==> config.mk <==
export PLATFORM = sky130hd
export DESIGN_NAME = dr_fifo
export DESIGN_NICKNAME = d
export VERILOG_FILES = /design/src/design/dr_fifo.sv
export SDC_FILE = /design/constraint.sdc
export NUM_CORES = 1
export LEC_CHECK = 0
export BUFFER_PORTS_ARGS = -buffer_cell sky130_fd_sc_hd__buf_4
export CORE_MARGIN = 1
export CORE_UTILIZATION = 40
export DETAILED_ROUTE_END_ITERATION = 10
export MAX_ROUTING_LAYER = met4
export PLACE_DENSITY = 0.72
export SLEW_MARGIN = 20
export SYNTH_ARGS = -nofsm -noshare
export SYNTH_HDL_FRONTEND = slang
export SYNTH_SLANG_ARGS = --single-unit
==> constraint.sdc <==
create_clock -name clk_i -period 1.62 [get_ports clk_i]
set_input_delay 0.162 -clock clk_i [delete_from_list [all_inputs] [get_ports clk_i]]
set_output_delay 0.162 -clock clk_i [all_outputs]
set_load 0.05 [all_outputs]
==> src/design/dr_fifo.sv <==
// Small register based queue with push/full and pop/empty sides.
// Generic in width and depth; no package dependency.
module dr_fifo #(
  parameter int unsigned WIDTH = 8,
  parameter int unsigned DEPTH = 2
) (
  input  logic             clk_i,
  input  logic             rst_ni,
  input  logic             push_i,
  input  logic [WIDTH-1:0] data_i,
  output logic             full_o,
  input  logic             pop_i,
  output logic [WIDTH-1:0] data_o,
  output logic             empty_o
);

  localparam int unsigned PW = (DEPTH > 1) ? $clog2(DEPTH) : 1;
  localparam int unsigned CW = $clog2(DEPTH + 1);

  logic [WIDTH-1:0] mem_q [DEPTH];
  logic [PW-1:0]    wr_ptr_q, wr_ptr_d;
  logic [PW-1:0]    rd_ptr_q, rd_ptr_d;
  logic [CW-1:0]    count_q, count_d;
  logic             do_push, do_pop;

  assign full_o  = (count_q == CW'(DEPTH));
  assign empty_o = (count_q == '0);
  assign do_push = push_i && !full_o;
  assign do_pop  = pop_i && !empty_o;
  assign data_o  = mem_q[rd_ptr_q];

  always_comb begin
    wr_ptr_d = wr_ptr_q;
    rd_ptr_d = rd_ptr_q;
    count_d  = count_q;
    if (do_push) begin
      wr_ptr_d = (wr_ptr_q == PW'(DEPTH - 1)) ? '0 : wr_ptr_q + 1'b1;
    end
    if (do_pop) begin
      rd_ptr_d = (rd_ptr_q == PW'(DEPTH - 1)) ? '0 : rd_ptr_q + 1'b1;
    end
    if (do_push && !do_pop) begin
      count_d = count_q + 1'b1;
    end else if (do_pop && !do_push) begin
      count_d = count_q - 1'b1;
    end
  end

  always_ff @(posedge clk_i or negedge rst_ni) begin
    if (!rst_ni) begin
      wr_ptr_q <= '0;
      rd_ptr_q <= '0;
      count_q  <= '0;
    end else begin
      wr_ptr_q <= wr_ptr_d;
      rd_ptr_q <= rd_ptr_d;
      count_q  <= count_d;
    end
  end

  always_ff @(posedge clk_i) begin
    if (do_push) begin
      mem_q[wr_ptr_q] <= data_i;
    end
  end

endmodule

* Word level (Yosys, flattened, before mapping) *
Memory sizes are Yosys's and may differ from the RTL's.
Cells that the tools add are included.

storage, ports and cells
  bits in writable memories = 16
  latch bits = 0
  memories = 1
  bits in read-only memories = 0
  register bits after elaboration = 4
  logic and storage cells = 25
  output and inout port bits = 10
  input port bits = 12

operators by class
  eq/ne operators = 1
  $mul = 0
  multiplexer cells = 6
  shifts and indexed selects = 0
  $lt $le $gt $ge = 0
  reductions and logical operators = 10
  add/subtract/negate cells = 4
  bitwise operators = 0
  divide/modulo/power cells = 0

memory list
  memory  depth  bits a word  read ports  clocked after memory_dff  write ports  line  source
  mem_q   2      8            1           0                         1            20    logic [WIDTH-1:0] mem_q [DEPTH];

operators with widths
  operator               number
  $logic_and A1 B1 Y1    4
  $logic_not A1 Y1       4
  $mux W1                4
  $mux W2                2
  $add A1 B1 Y1 const B  2
  $add A2 B1 Y2 const B  1
  $eq A2 B2 Y1 const B   1
  $logic_not A2 Y1       1
  $reduce_bool A2 Y1     1
  $sub A2 B1 Y2 const B  1

* Depth between registers and ports, before layout *
  depth after elaboration = 7
  mapped depth = 7

* Worst setup path before layout *
Ideal clock, no wire load.

  path kind = register to register
  start point = register count_q[0]
  end point = memory mem_q[0][0], enable pin
  required time = 1.250 ns
  path slack = 0.228 ns
  library setup time = 0.370 ns
  clock period less this slack = 1.392 ns
  data arrival time = 1.022 ns
  cell stages (with the launch flop) = 4
  buffers on the path = 0
  path through = dfrtp_1 > nand2b_1 > nand2_2 > nor2_1

between the ends
  word-level cells in the longest chain between the ends = 5

ends and longest elaborated chain
  item                           line  source
  start: declaration             23    logic [CW-1:0] count_q, count_d;
  start signal: assignment       57    count_q <= count_d;
  $eq A2 B2 Y1                   26    assign full_o = (count_q == CW'(DEPTH));
  $logic_not A1 Y1               28    assign do_push = push_i && !full_o;
  $logic_and A1 B1 Y1            28
  $mux W1                        62    if (do_push) begin
  $mux W1 (not written as such)  63    mem_q[wr_ptr_q] <= data_i;
  end: declaration               20

No other way between the ends.

* Worst setup path after layout *
  start point = register rd_ptr_q
  end point = output port data_o[7]

between the ends
  word-level cells in the longest chain between the ends = 1

ends and longest elaborated chain
  item                      line  source
  start: declaration        22    logic [PW-1:0] rd_ptr_q, rd_ptr_d;
  start signal: assignment  56    rd_ptr_q <= rd_ptr_d;
  $mem_v2 Z2 W8             -
  end: declaration          13    output logic [WIDTH-1:0] data_o,

No other way between the ends.

==> impl_metrics.yaml <==
run_status:
  status: "finished clean"
power_and_ir_drop:
  power_frac_comb_pct: 48.3
  power_frac_seq_pct: 40.7
  peakVddDrop_mv: 1.11
  power_leakage_nw: 0.426
  p_int_mw: 1.19
  clkPwrFrac_pct: 11.0
  power_per_cell_area_nw_per_um2: 2010
  power_switching_mw: 0.872
  power_mw: 2.06
  switching_share_pct: 42.4
global_routing:
  grt_use_total_pct: 12.2
  overflow: 0
  grt_max_degree: 12
  grt_pass1_vias: 370
  antenna_found_initial: 0
  grt_pass1_wl_mm: 1.57
finish:
  syn_to_final_growth_pct: 31.2
  drive_gt1_share_pct: 45.1
  design_area_um2: 1030
  fin_nets: 85
  diodes: 0
  fillers: 162
synth:
  syn_inst: 44
  ys_ff_latch: 20
  synth_top_area_share_pct: 61.4
  ys_top_cells_by_area: "edfxtp_1 61%, dfrtp_1 13%, mux2_1 8.6%"
  syn_avg_cell_area_um2: 17.8
  synth_cell_types: 15
  synth_nets: 57
  yosysWarnings: 0
  seq_area_frac_synth_pct: 74.2
  netlist_area_um2: 782
  synth_top_area_cell: "edfxtp_1"
setup_path:
  start_kind: "flip-flop"
  worst-path-max-fanout: 9
  critPathRequiredTime_ps: 1460
  path_class: "reg2out"
  cp_cell_sequence: "mux2_2 > buf_4"
  arrival_ps: 1350
  slowest_delay_ps: 510
  cp-end-kind: "output port"
  crit_path_top_delay_cell: "dfrtp_2"
cts:
  cts_tree: "built"
  clk_path_buf_depth: 2
  clkSinkCount: 20
  path_clk_slew_ps: 100
  cts_setup_buffers: 0
  cts_buffers: 3
  cts_root_buffer: "clkbuf_4"
  htree_num_levels: 1
  clk_latency_ps: 290
sta:
  worstMarginPinSlew_ps: 386
  min_period_over_period_pct: 93.3
  setup_viol: 0
  rsz0062_at_grt: "no"
  setup_tns_ps: 0
  relSlewSlack_pct: 74.3
  period_minus_slack_ps: 1510
  clock_skew_ps: 1.65
  hold_viol: 0
  max_freq_ghz: 0.662
  slew_violations: 0
floorplan:
  start_util_pct: 43.9
  core_area_um2: 1780
  io_pins: 22
  die_area_um2: 2140
  row_count: 15
  die_h_um: 46.2
  die_w_um: 46.2
route:
  drc: 0
  antenna_left: 0
  via_count: 437
  firstDrtPassIters: 2
  totalWireLength_mm: 1.15
  drtIter0Drc: 10
  wl_per_cell_um: 12.0
  vias_per_cell: 4.55
run:
  cap_violations: 0
place:
  placed_area_um2: 981
  io_buffers: 21
  post-dp-hpwl_um: 821
  place_congestion: 0.609
min_path:
  min_path_type: "in2reg"
[stage by stage]
step / hold slack, ps / instances / setup WS [ps] / utilization (%)
2_1_floorplan: -134 / 44 / 228 / -
3_3_place_gp: -38.3 / 91 / 194 / 55.0
3_5_place_dp: -37.1 / 91 / 160 / 55.0
4_1_cts: 45.6 / 96 / 79.9 / 57.1
5_1_grt: 29.8 / 96 / 27.5 / 57.5
6_report: 53.3 / 96 / 109 / 57.5
[cells in the mapped netlist, drive strengths merged]
library cell / number
edfxtp: 16
mux2: 8
dfrtp: 4
nor2: 3
xnor2: 3
inv: 2
xor2: 2
and3: 1
buf: 1
ha: 1
nand2: 1
nand2b: 1
o21ai: 1
[power by group through the flow]
stage	registers, mW	logic [mW]	clock network [mW]
2_1_floorplan	0.783	0.760	0
3_3_place_gp	0.837	0.970	0
3_5_place_dp	0.845	0.983	0
4_1_cts	0.835	0.993	0.232
5_1_grt	0.858	1.05	0.254
6_report	0.838	0.995	0.226
[cells by family after synthesis]
| logic type | after synthesis | synth area share, % |
|---|---|---|
| AOI/OAI and AO/OA | 1 | 0.639 |
| muxes | 8 | 11.5 |
| and+or+nand+nor | 6 | 3.84 |
| DFF | 20 | 74.2 |
| xor gates and xnor gates | 5 | 6.56 |
| buffers and inverters | 3 | 1.60 |
| adders and majority gates | 1 | 1.60 |
[repair_timing]
action	CTS	global route
endpoints found under the setup margin	8	1
hold endpoints to repair	4	0
resized for setup	1	1
hold buffers	1	0
[worst max-delay path: cells and delay by family, from the launching register on]
kind,cells,cell delay [ps]
buffers and inverters,1,190
flip-flops,1,510
multiplexers,1,370
[placed cells by master, fill, tap and decap left out]
cell type	synthesis	layout
buf_4	0	23
edfxtp_1	16	16
mux2_1	6	6
nor2_1	3	3
clkbuf_4	0	3
dfrtp_1	4	3
mux2_2	2	2
inv_1	2	2
xnor2_1	2	2
xor2_1	2	2
nand2b_4	0	1
nand2_2	1	1
o21ai_1	1	1
and3_1	1	1
xnor2_2	1	1
ha_1	1	1
clkinv_1	0	1
dlygate4sd3_1	0	1
dfrtp_2	0	1
[routing by layer]
layer | vias to the layer above | global-route usage [%] | wire length (um)
met4 | 0 | 10.6 | 19
met3 | 2 | 3.53 | 48
met2 | 12 | 18.9 | 621
met5 | - | - | 0
li1 | 211 | - | -
met1 | 212 | 12.4 | 464
[area by class of cell]
type                       count  area [um2]  area share [%]
tap                           25        31.3            3.05
multi-input combinational     21         196            19.1
sequential                    20         582            56.7
timing repair buffer          24         183            17.8
clock buffer                   3        22.5            2.20
clock inverter                 1        3.75           0.366
inverter                       2        7.51           0.732
[final timing paths]
kind / from / to / slack [ps] / depth (start not counted)
max: rd_ptr_q / data_o[7] / 110 / 2
min in group asynchronous: rst_ni / count_q[0] / 190 / 2
min: data_i[6] / mem_q[0][6] / 50 / 1
max in group asynchronous: rst_ni / rd_ptr_q / 1320 / 2
max reg2reg: count_q[0] / count_q[1] / 180 / 6
min reg2reg: wr_ptr_q / wr_ptr_q / 530 / 1
[sequential cells by signal, indices dropped and copies added, names as in the netlist]
| register | cells |
|---|---|
| mem_q | 16 |
| count_q | 2 |
| rd_ptr_q | 1 |
| wr_ptr_q | 1 |
No activity file was read; power rests on OpenSTA's default activity.
