[src/design/dr_pkg.sv]
// Shared types and constants of the dead reckoning pose integrator.
// Holds the queue item layouts and the CORDIC arctangent table; no dependencies.
package dr_pkg;

  localparam int unsigned ATAN_ENTRIES = 24;
  localparam int unsigned XW = 34;
  localparam int unsigned ZW = 33;
  localparam logic signed [16:0] KINV_Q16 = 17'sd39797;
  localparam logic signed [XW-1:0] ROUND_BIAS = XW'(32768);
  localparam logic signed [XW-1:0] POS_MAX = XW'(64'sd2147483647);
  localparam logic signed [XW-1:0] POS_MIN = -XW'(64'sd2147483648);

  typedef struct packed {
    logic signed [31:0] x0;
    logic signed [31:0] z;
    logic [15:0]        heading;
  } step_t;

  typedef struct packed {
    logic signed [31:0] pos_x;
    logic signed [31:0] pos_y;
    logic [15:0]        heading;
  } pose_t;

  function automatic logic [31:0] atan_angle(input int unsigned idx);
    logic [31:0] a;
    unique case (idx)
      0:       a = 32'd536870912;
      1:       a = 32'd316933406;
      2:       a = 32'd167458907;
      3:       a = 32'd85004756;
      4:       a = 32'd42667331;
      5:       a = 32'd21354465;
      6:       a = 32'd10679838;
      7:       a = 32'd5340245;
      8:       a = 32'd2670163;
      9:       a = 32'd1335087;
      10:      a = 32'd667544;
      11:      a = 32'd333772;
      12:      a = 32'd166886;
      13:      a = 32'd83443;
      14:      a = 32'd41722;
      15:      a = 32'd20861;
      16:      a = 32'd10430;
      17:      a = 32'd5215;
      18:      a = 32'd2608;
      19:      a = 32'd1304;
      20:      a = 32'd652;
      21:      a = 32'd326;
      22:      a = 32'd163;
      23:      a = 32'd81;
      default: a = 32'd0;
    endcase
    return a;
  endfunction

endpackage

[src/design/dr_front.sv]
// Front end: accepts odometry steps, updates the heading and folds the angle.
// Produces step_t items for the middle queue; uses dr_pkg.
module dr_front (
  input  logic                clk_i,
  input  logic                rst_ni,
  input  logic                push_i,
  input  logic signed [15:0]  step_distance_i,
  input  logic signed [15:0]  heading_change_i,
  input  logic                q_full_i,
  output logic                q_push_o,
  output dr_pkg::step_t       q_item_o
);
  import dr_pkg::*;

  logic [15:0]        heading_q, heading_d;
  logic signed [32:0] prod;
  logic               fold;
  logic               accept;

  assign accept    = push_i && !q_full_i;
  assign heading_d = heading_q + heading_change_i;
  assign prod      = step_distance_i * KINV_Q16;
  assign fold      = heading_d[15] ^ heading_d[14];

  always_comb begin
    q_item_o.heading = heading_d;
    q_item_o.x0      = fold ? 32'(-prod) : prod[31:0];
    q_item_o.z       = {heading_d[15] ^ fold, heading_d[14:0], 16'h0000};
  end

  assign q_push_o = accept;

  always_ff @(posedge clk_i or negedge rst_ni) begin
    if (!rst_ni) begin
      heading_q <= '0;
    end else if (accept) begin
      heading_q <= heading_d;
    end
  end

endmodule

[config.mk]
export PLATFORM = sky130hd
export DESIGN_NAME = dr_front
export DESIGN_NICKNAME = d
export VERILOG_FILES = /design/src/design/dr_pkg.sv /design/src/design/dr_front.sv
export SDC_FILE = /design/constraint.sdc
export NUM_CORES = 1
export LEC_CHECK = 0
export BUFFER_PORTS_ARGS = -buffer_cell sky130_fd_sc_hd__clkbuf_2
export CORE_ASPECT_RATIO = 1.4
export CORE_UTILIZATION = 60
export DETAILED_ROUTE_END_ITERATION = 6
export PLACE_DENSITY = 0.87
export SKIP_LAST_GASP = 1
export SYNTH_ARGS = -nofsm -noshare
export SYNTH_HDL_FRONTEND = slang
export SYNTH_SLANG_ARGS = --single-unit
[constraint.sdc]
create_clock -name clk_i -period 20.6 [get_ports clk_i]
set_clock_uncertainty 0.05 [all_clocks]
set_input_delay 5.15 -clock clk_i [delete_from_list [all_inputs] [get_ports clk_i]]
set_output_delay 5.15 -clock clk_i [all_outputs]
set_load 0.005 [all_outputs]
After elaboration in Yosys (flattened, before gate mapping). Index checks and enable logic that the tools add are counted.

Register bits after elaboration: 16. Bits of input ports: 36. Output and inout port bits: 81.

$add $sub $neg: 2. Multiplexer cells: 1. $mul: 1. Bitwise logic cells: 2. Reductions and logical operators: 2.

Operator list (number): $mul A16 B17 Y32 const B (1); $mux W32 (1); $neg A32 Y32 (1); $add A16 B16 Y16 (1); $xor A1 B1 Y1 (2); $logic_and A1 B1 Y1 (1); $logic_not A1 Y1 (1).

Depth between registers and ports, before layout.
Depth in word-level cells: 3. Mapped depth: 23.

Worst setup path after synthesis. No wires, ideal clock.

Path kind: input port to output port. Start point: input port step_distance_i[4]. End point: output port q_item_o[78] (netlist bit). Data arrival time: 10.802 ns. Cell stages on the path: 21. Path buffers: 1. Setup slack: 4.598 ns. Required time: 15.400 ns. Cell sequence: fa_1 fa_1 fa_1 inv_1 fa_1 inv_1 fa_1 inv_1 fa_1 inv_1 ha_1 clkbuf_1 nand4_1 a221oi_1 nor2_1 xnor2_1 or4_4 nor4b_4 and3_2 a31oi_1 xnor2_1.

RTL lines: from (decl) (RTL line dr_front.sv:7) `input logic signed [15:0] step_distance_i,`; to (decl) (RTL line dr_front.sv:11) `output dr_pkg::step_t q_item_o`.

==> results.txt <==
----------------------------------------------------
[Logic synthesis]
  Synth Flop Type ... sky130_fd_sc_hd__dfrtp_1
  Async set-reset flop share out of synthesis ... 1.000
  Yosys reg bits ... 16
  Number of instances in the synthesized netlist ... 839
  YS warnings ... 0
  Post-synth EDFFs ... 0
  Mapped cell area ... approximately 7500 µm²
  Post-synthesis average cell area ... 8.945 µm²
  Sequential cell area fraction in the yosys report ... 0.05335
  Number of distinct library cells after synthesis ... 71

[Cells and area]
  Register area ... 400.4 µm²
  Share of post-route cells with drive strength above 1 ... 0.1510
  Net count, final ... 1192
  Final-layout fill cell count ... 1022
  Largest registers ranked by flip-flop count ... heading_q: 16 flops
  Area growth syn-to-layout ... 7.402%
  Number of diodes ... 0
  Max reg flops ... 16
  Multi-input gate area in the final layout ... 6252 µm²
  Reg with most FFs ... heading_q

[GRT]
  Overall routing resource usage ... 0.2865
  Initial antenna violation count ... 0
  Overflow left after global routing ... 0
  Global-route wire length before repair ... 29060 µm
  Vias in the first global route ... about 6.3k
  Largest net degree at the start of global routing ... 32

[Setup path]
  Arrival time of data at the critical path endpoint ... roughly 12 ns
  Largest fanout on the critical path ... 8
  Critical-path top delay cell ... sky130_fd_sc_hd__fa_1
  Longest individual stage delay on the worst path ... around 0.60 ns
  Critical path, cell by cell ... clkbuf_2, ha_1, fa_1, fa_1, fa_1, fa_1, inv_1, fa_1, inv_1, ha_1, nand4_1, nor4b_1, a21oi_1, a211oi_2, o21ai_0, and4_1, o41ai_1, a31oi_1, xnor2_1, clkbuf_2
  Worst setup path category ... in2out
  CP top delay family ... adder cells
  Buf/Inv on CP ... 4
  Top cell by count, worst path ... sky130_fd_sc_hd__fa_1
  Data required, critical path ... 15.40 ns
  Startpoint type of the worst setup path ... input pin
  Crit path capture type ... output pin

[Drt]
  Final WL ... about 17000 µm
  Total via count in the routed design ... 5960
  Number of violations reported at the end of detailed-routing iteration 0 ... 217
  Residual antenna-violating net count after detailed routing ... 0
  DRC violations left ... 0
  Length of the first detailed-routing pass in iterations ... 4
  Post-detailed-route wirelength per cell ... 16.13 µm
  Mean number of vias per cell ... 5.602

[Die]
  Height of the die ... about 130 µm
  Initial standard-cell utilization of the core ... 0.6125
  I/O pins ... 117
  Number of cell rows ... 48
  Total die area ... 12970 µm²
  Horizontal die dimension ... 96.52 µm
  Area of the core ... 12250 µm²

[Timing]
  Slew HR ... 0.6109
  Period Utilization, post-route ... 0.8187
  Hold Fails Final Rpt ... 0
  Setup repair after global routing missed its margin ... false
  Count of pins over their slew limit ... 0
  Number of failing setup endpoints in the final timing report ... 0
  Setup TNS Final ... 0 ns
  Max Freq ... 59.29 MHz
  Fin crit period ... 16.87 ns
  Transition time at the pin with the least slew margin ... 0.5755 ns

[Clock tree]
  Worst-path clk slew ... about 0.05 ns
  Buffer count from post-CTS setup fixing ... 0
  Number of sinks on the clock net ... 16
  Number of clock buffers inserted by TritonCTS ... 3
  Root buffer cell ... sky130_fd_sc_hd__clkbuf_16
  Largest buffer count on any clock path ... 2
  # H-tree levels ... 1
  Clock latency of the later-clocked register in the worst-skew pair ... roughly 0.25 ns
  Hold_buf cts ... 0
  Resized Gates After CTS ... 0
  TritonCTS clock tree ... built

[Worst hold path]
  Class of the most critical hold timing path ... reg2reg

[Placed design]
  # port buffers ... 100
  Routability congestion estimate from global placement ... approximately 0.95
  Detailed placement HPWL ... 15220 µm

[Job]
  Max-cap violations ... 0

[Run status]
  Outcome ... complete, no violations

----------------------------------------------------
[routing by layer]
| metal | routed length [µm] | track usage |
|---|---|---|
| met4 | 770 | 0.1340 |
| met3 | 729 | 0.03571 |
| met2 | 9054 | 0.5223 |
| met5 | 0 | 0 |
| met1 | 6607 | 0.3210 |
[cells in the mapped netlist, drive strengths merged, types with 3 or more instances]
library cell	count	share of area
fa	97	0.26
a211oi	5	0.0063
mux2	9	0.014
o31ai	5	0.0057
nor2b	3	0.0025
nand4	9	0.0075
xor2	31	0.036
xnor2	39	0.047
inv	166	0.083
or2	6	0.0050
nor4	3	0.0033
or3	7	0.0058
o21a	5	0.0050
nand3	7	0.0047
buf	36	0.035
nor2	41	0.021
o21ai	22	0.016
a31oi	13	0.011
nand2	44	0.022
and3	5	0.0043
a211o	3	0.0035
o211ai	3	0.0030
o21bai	4	0.0040
nor4b	3	0.0055
and4	3	0.0035
nor3	9	0.0060
nand2b	10	0.0083
a21oi	40	0.027
clkbuf	9	0.0045
a21o	14	0.014
dfrtp	16	0.053
ha	144	0.24
[final timing paths]
check | from | slack [ns] | cells after the start | endpoint
worst min register to register | heading_q[8] | 0.43 | 2 | heading_q[8]
worst min-delay path | heading_q[8] | 0.43 | 2 | heading_q[8]
worst max-delay path | step_distance_i[8] | 3.73 | 20 | q_item_o[79]
worst max register to register | heading_q[8] | 17.91 | 8 | heading_q[14]
max in group asynchronous | rst_ni | 15.45 | 1 | heading_q[0]
min in group asynchronous | rst_ni | 4.76 | 1 | heading_q[12]
[cells by family after synthesis]
group	Yosys count	share of synthesized area
xor gates and xnor gates	70	0.08269
buffers and inverters	211	0.1220
and+or+nand+nor	155	0.1055
AOI/OAI and AO/OA	135	0.1222
adders and majority gates	241	0.4988
DFF	16	0.05335
muxes	10	0.01484
other	1	0.0004997
[worst register-to-register path: stages, from the launching register on]
cell and delay (ns):
sky130_fd_sc_hd__dfrtp_1 0.38, sky130_fd_sc_hd__ha_1 0.35, sky130_fd_sc_hd__a211o_1 0.30, sky130_fd_sc_hd__a21oi_1 0.31, sky130_fd_sc_hd__o21ai_0 0.16, sky130_fd_sc_hd__a211o_1 0.28
sky130_fd_sc_hd__a21oi_1 0.25, sky130_fd_sc_hd__xnor2_1 0.20, sky130_fd_sc_hd__mux2_2 0.30
[through the flow]
step	cell area [µm²]	instances	hold WS, ns	worst slack (ns)	utilization
finish	8060	1064	0.4324	3.734	0.6579
detailed placement	7971	1060	0.4224	3.895	0.6506
global route	8060	1064	0.4597	3.287	0.6579
global placement	7971	1060	0.4118	3.989	0.6506
CTS	8060	1064	0.4340	3.889	0.6579
floorplan	7561	854	0.4000	4.598	-
[cells in the final DEF, fill, tap and decap left out, types with 3 or more instances in the layout]
master and instances:
sky130_fd_sc_hd__clkbuf_16 3, sky130_fd_sc_hd__a31oi_1 13, sky130_fd_sc_hd__o21ai_0 17, sky130_fd_sc_hd__o21bai_1 4
sky130_fd_sc_hd__o21a_1 5, sky130_fd_sc_hd__fa_1 97, sky130_fd_sc_hd__nor2b_1 3, sky130_fd_sc_hd__o21ai_1 3
sky130_fd_sc_hd__xnor2_1 37, sky130_fd_sc_hd__ha_1 144, sky130_fd_sc_hd__dfrtp_1 16, sky130_fd_sc_hd__mux2_2 8
sky130_fd_sc_hd__o31ai_1 4, sky130_fd_sc_hd__nand3_1 7, sky130_fd_sc_hd__or3_1 7, sky130_fd_sc_hd__a211oi_1 3
sky130_fd_sc_hd__nand2b_1 10, sky130_fd_sc_hd__and4_1 3, sky130_fd_sc_hd__inv_1 165, sky130_fd_sc_hd__a21oi_1 40
sky130_fd_sc_hd__nor3_1 9, sky130_fd_sc_hd__xor2_1 31, sky130_fd_sc_hd__o211ai_1 3, sky130_fd_sc_hd__or2_2 5
sky130_fd_sc_hd__clkbuf_2 100, sky130_fd_sc_hd__nand4_1 9, sky130_fd_sc_hd__conb_1 16, sky130_fd_sc_hd__and3_1 4
sky130_fd_sc_hd__a21o_1 14, sky130_fd_sc_hd__nor2_1 41, sky130_fd_sc_hd__a211o_1 3, sky130_fd_sc_hd__nand2_1 44
[final cells by class]
| class | instances | area share |
|---|---|---|
| well taps | 150 | 0.02328 |
| flip-flops and latches | 16 | 0.04967 |
| repair buffers | 101 | 0.06302 |
| inverters | 166 | 0.07731 |
| clock buffers | 4 | 0.01102 |
| multi-input cells | 627 | 0.7757 |
Power is not shown: default switching activity piles up to over one toggle a cycle in this logic, so the estimate is an artifact.
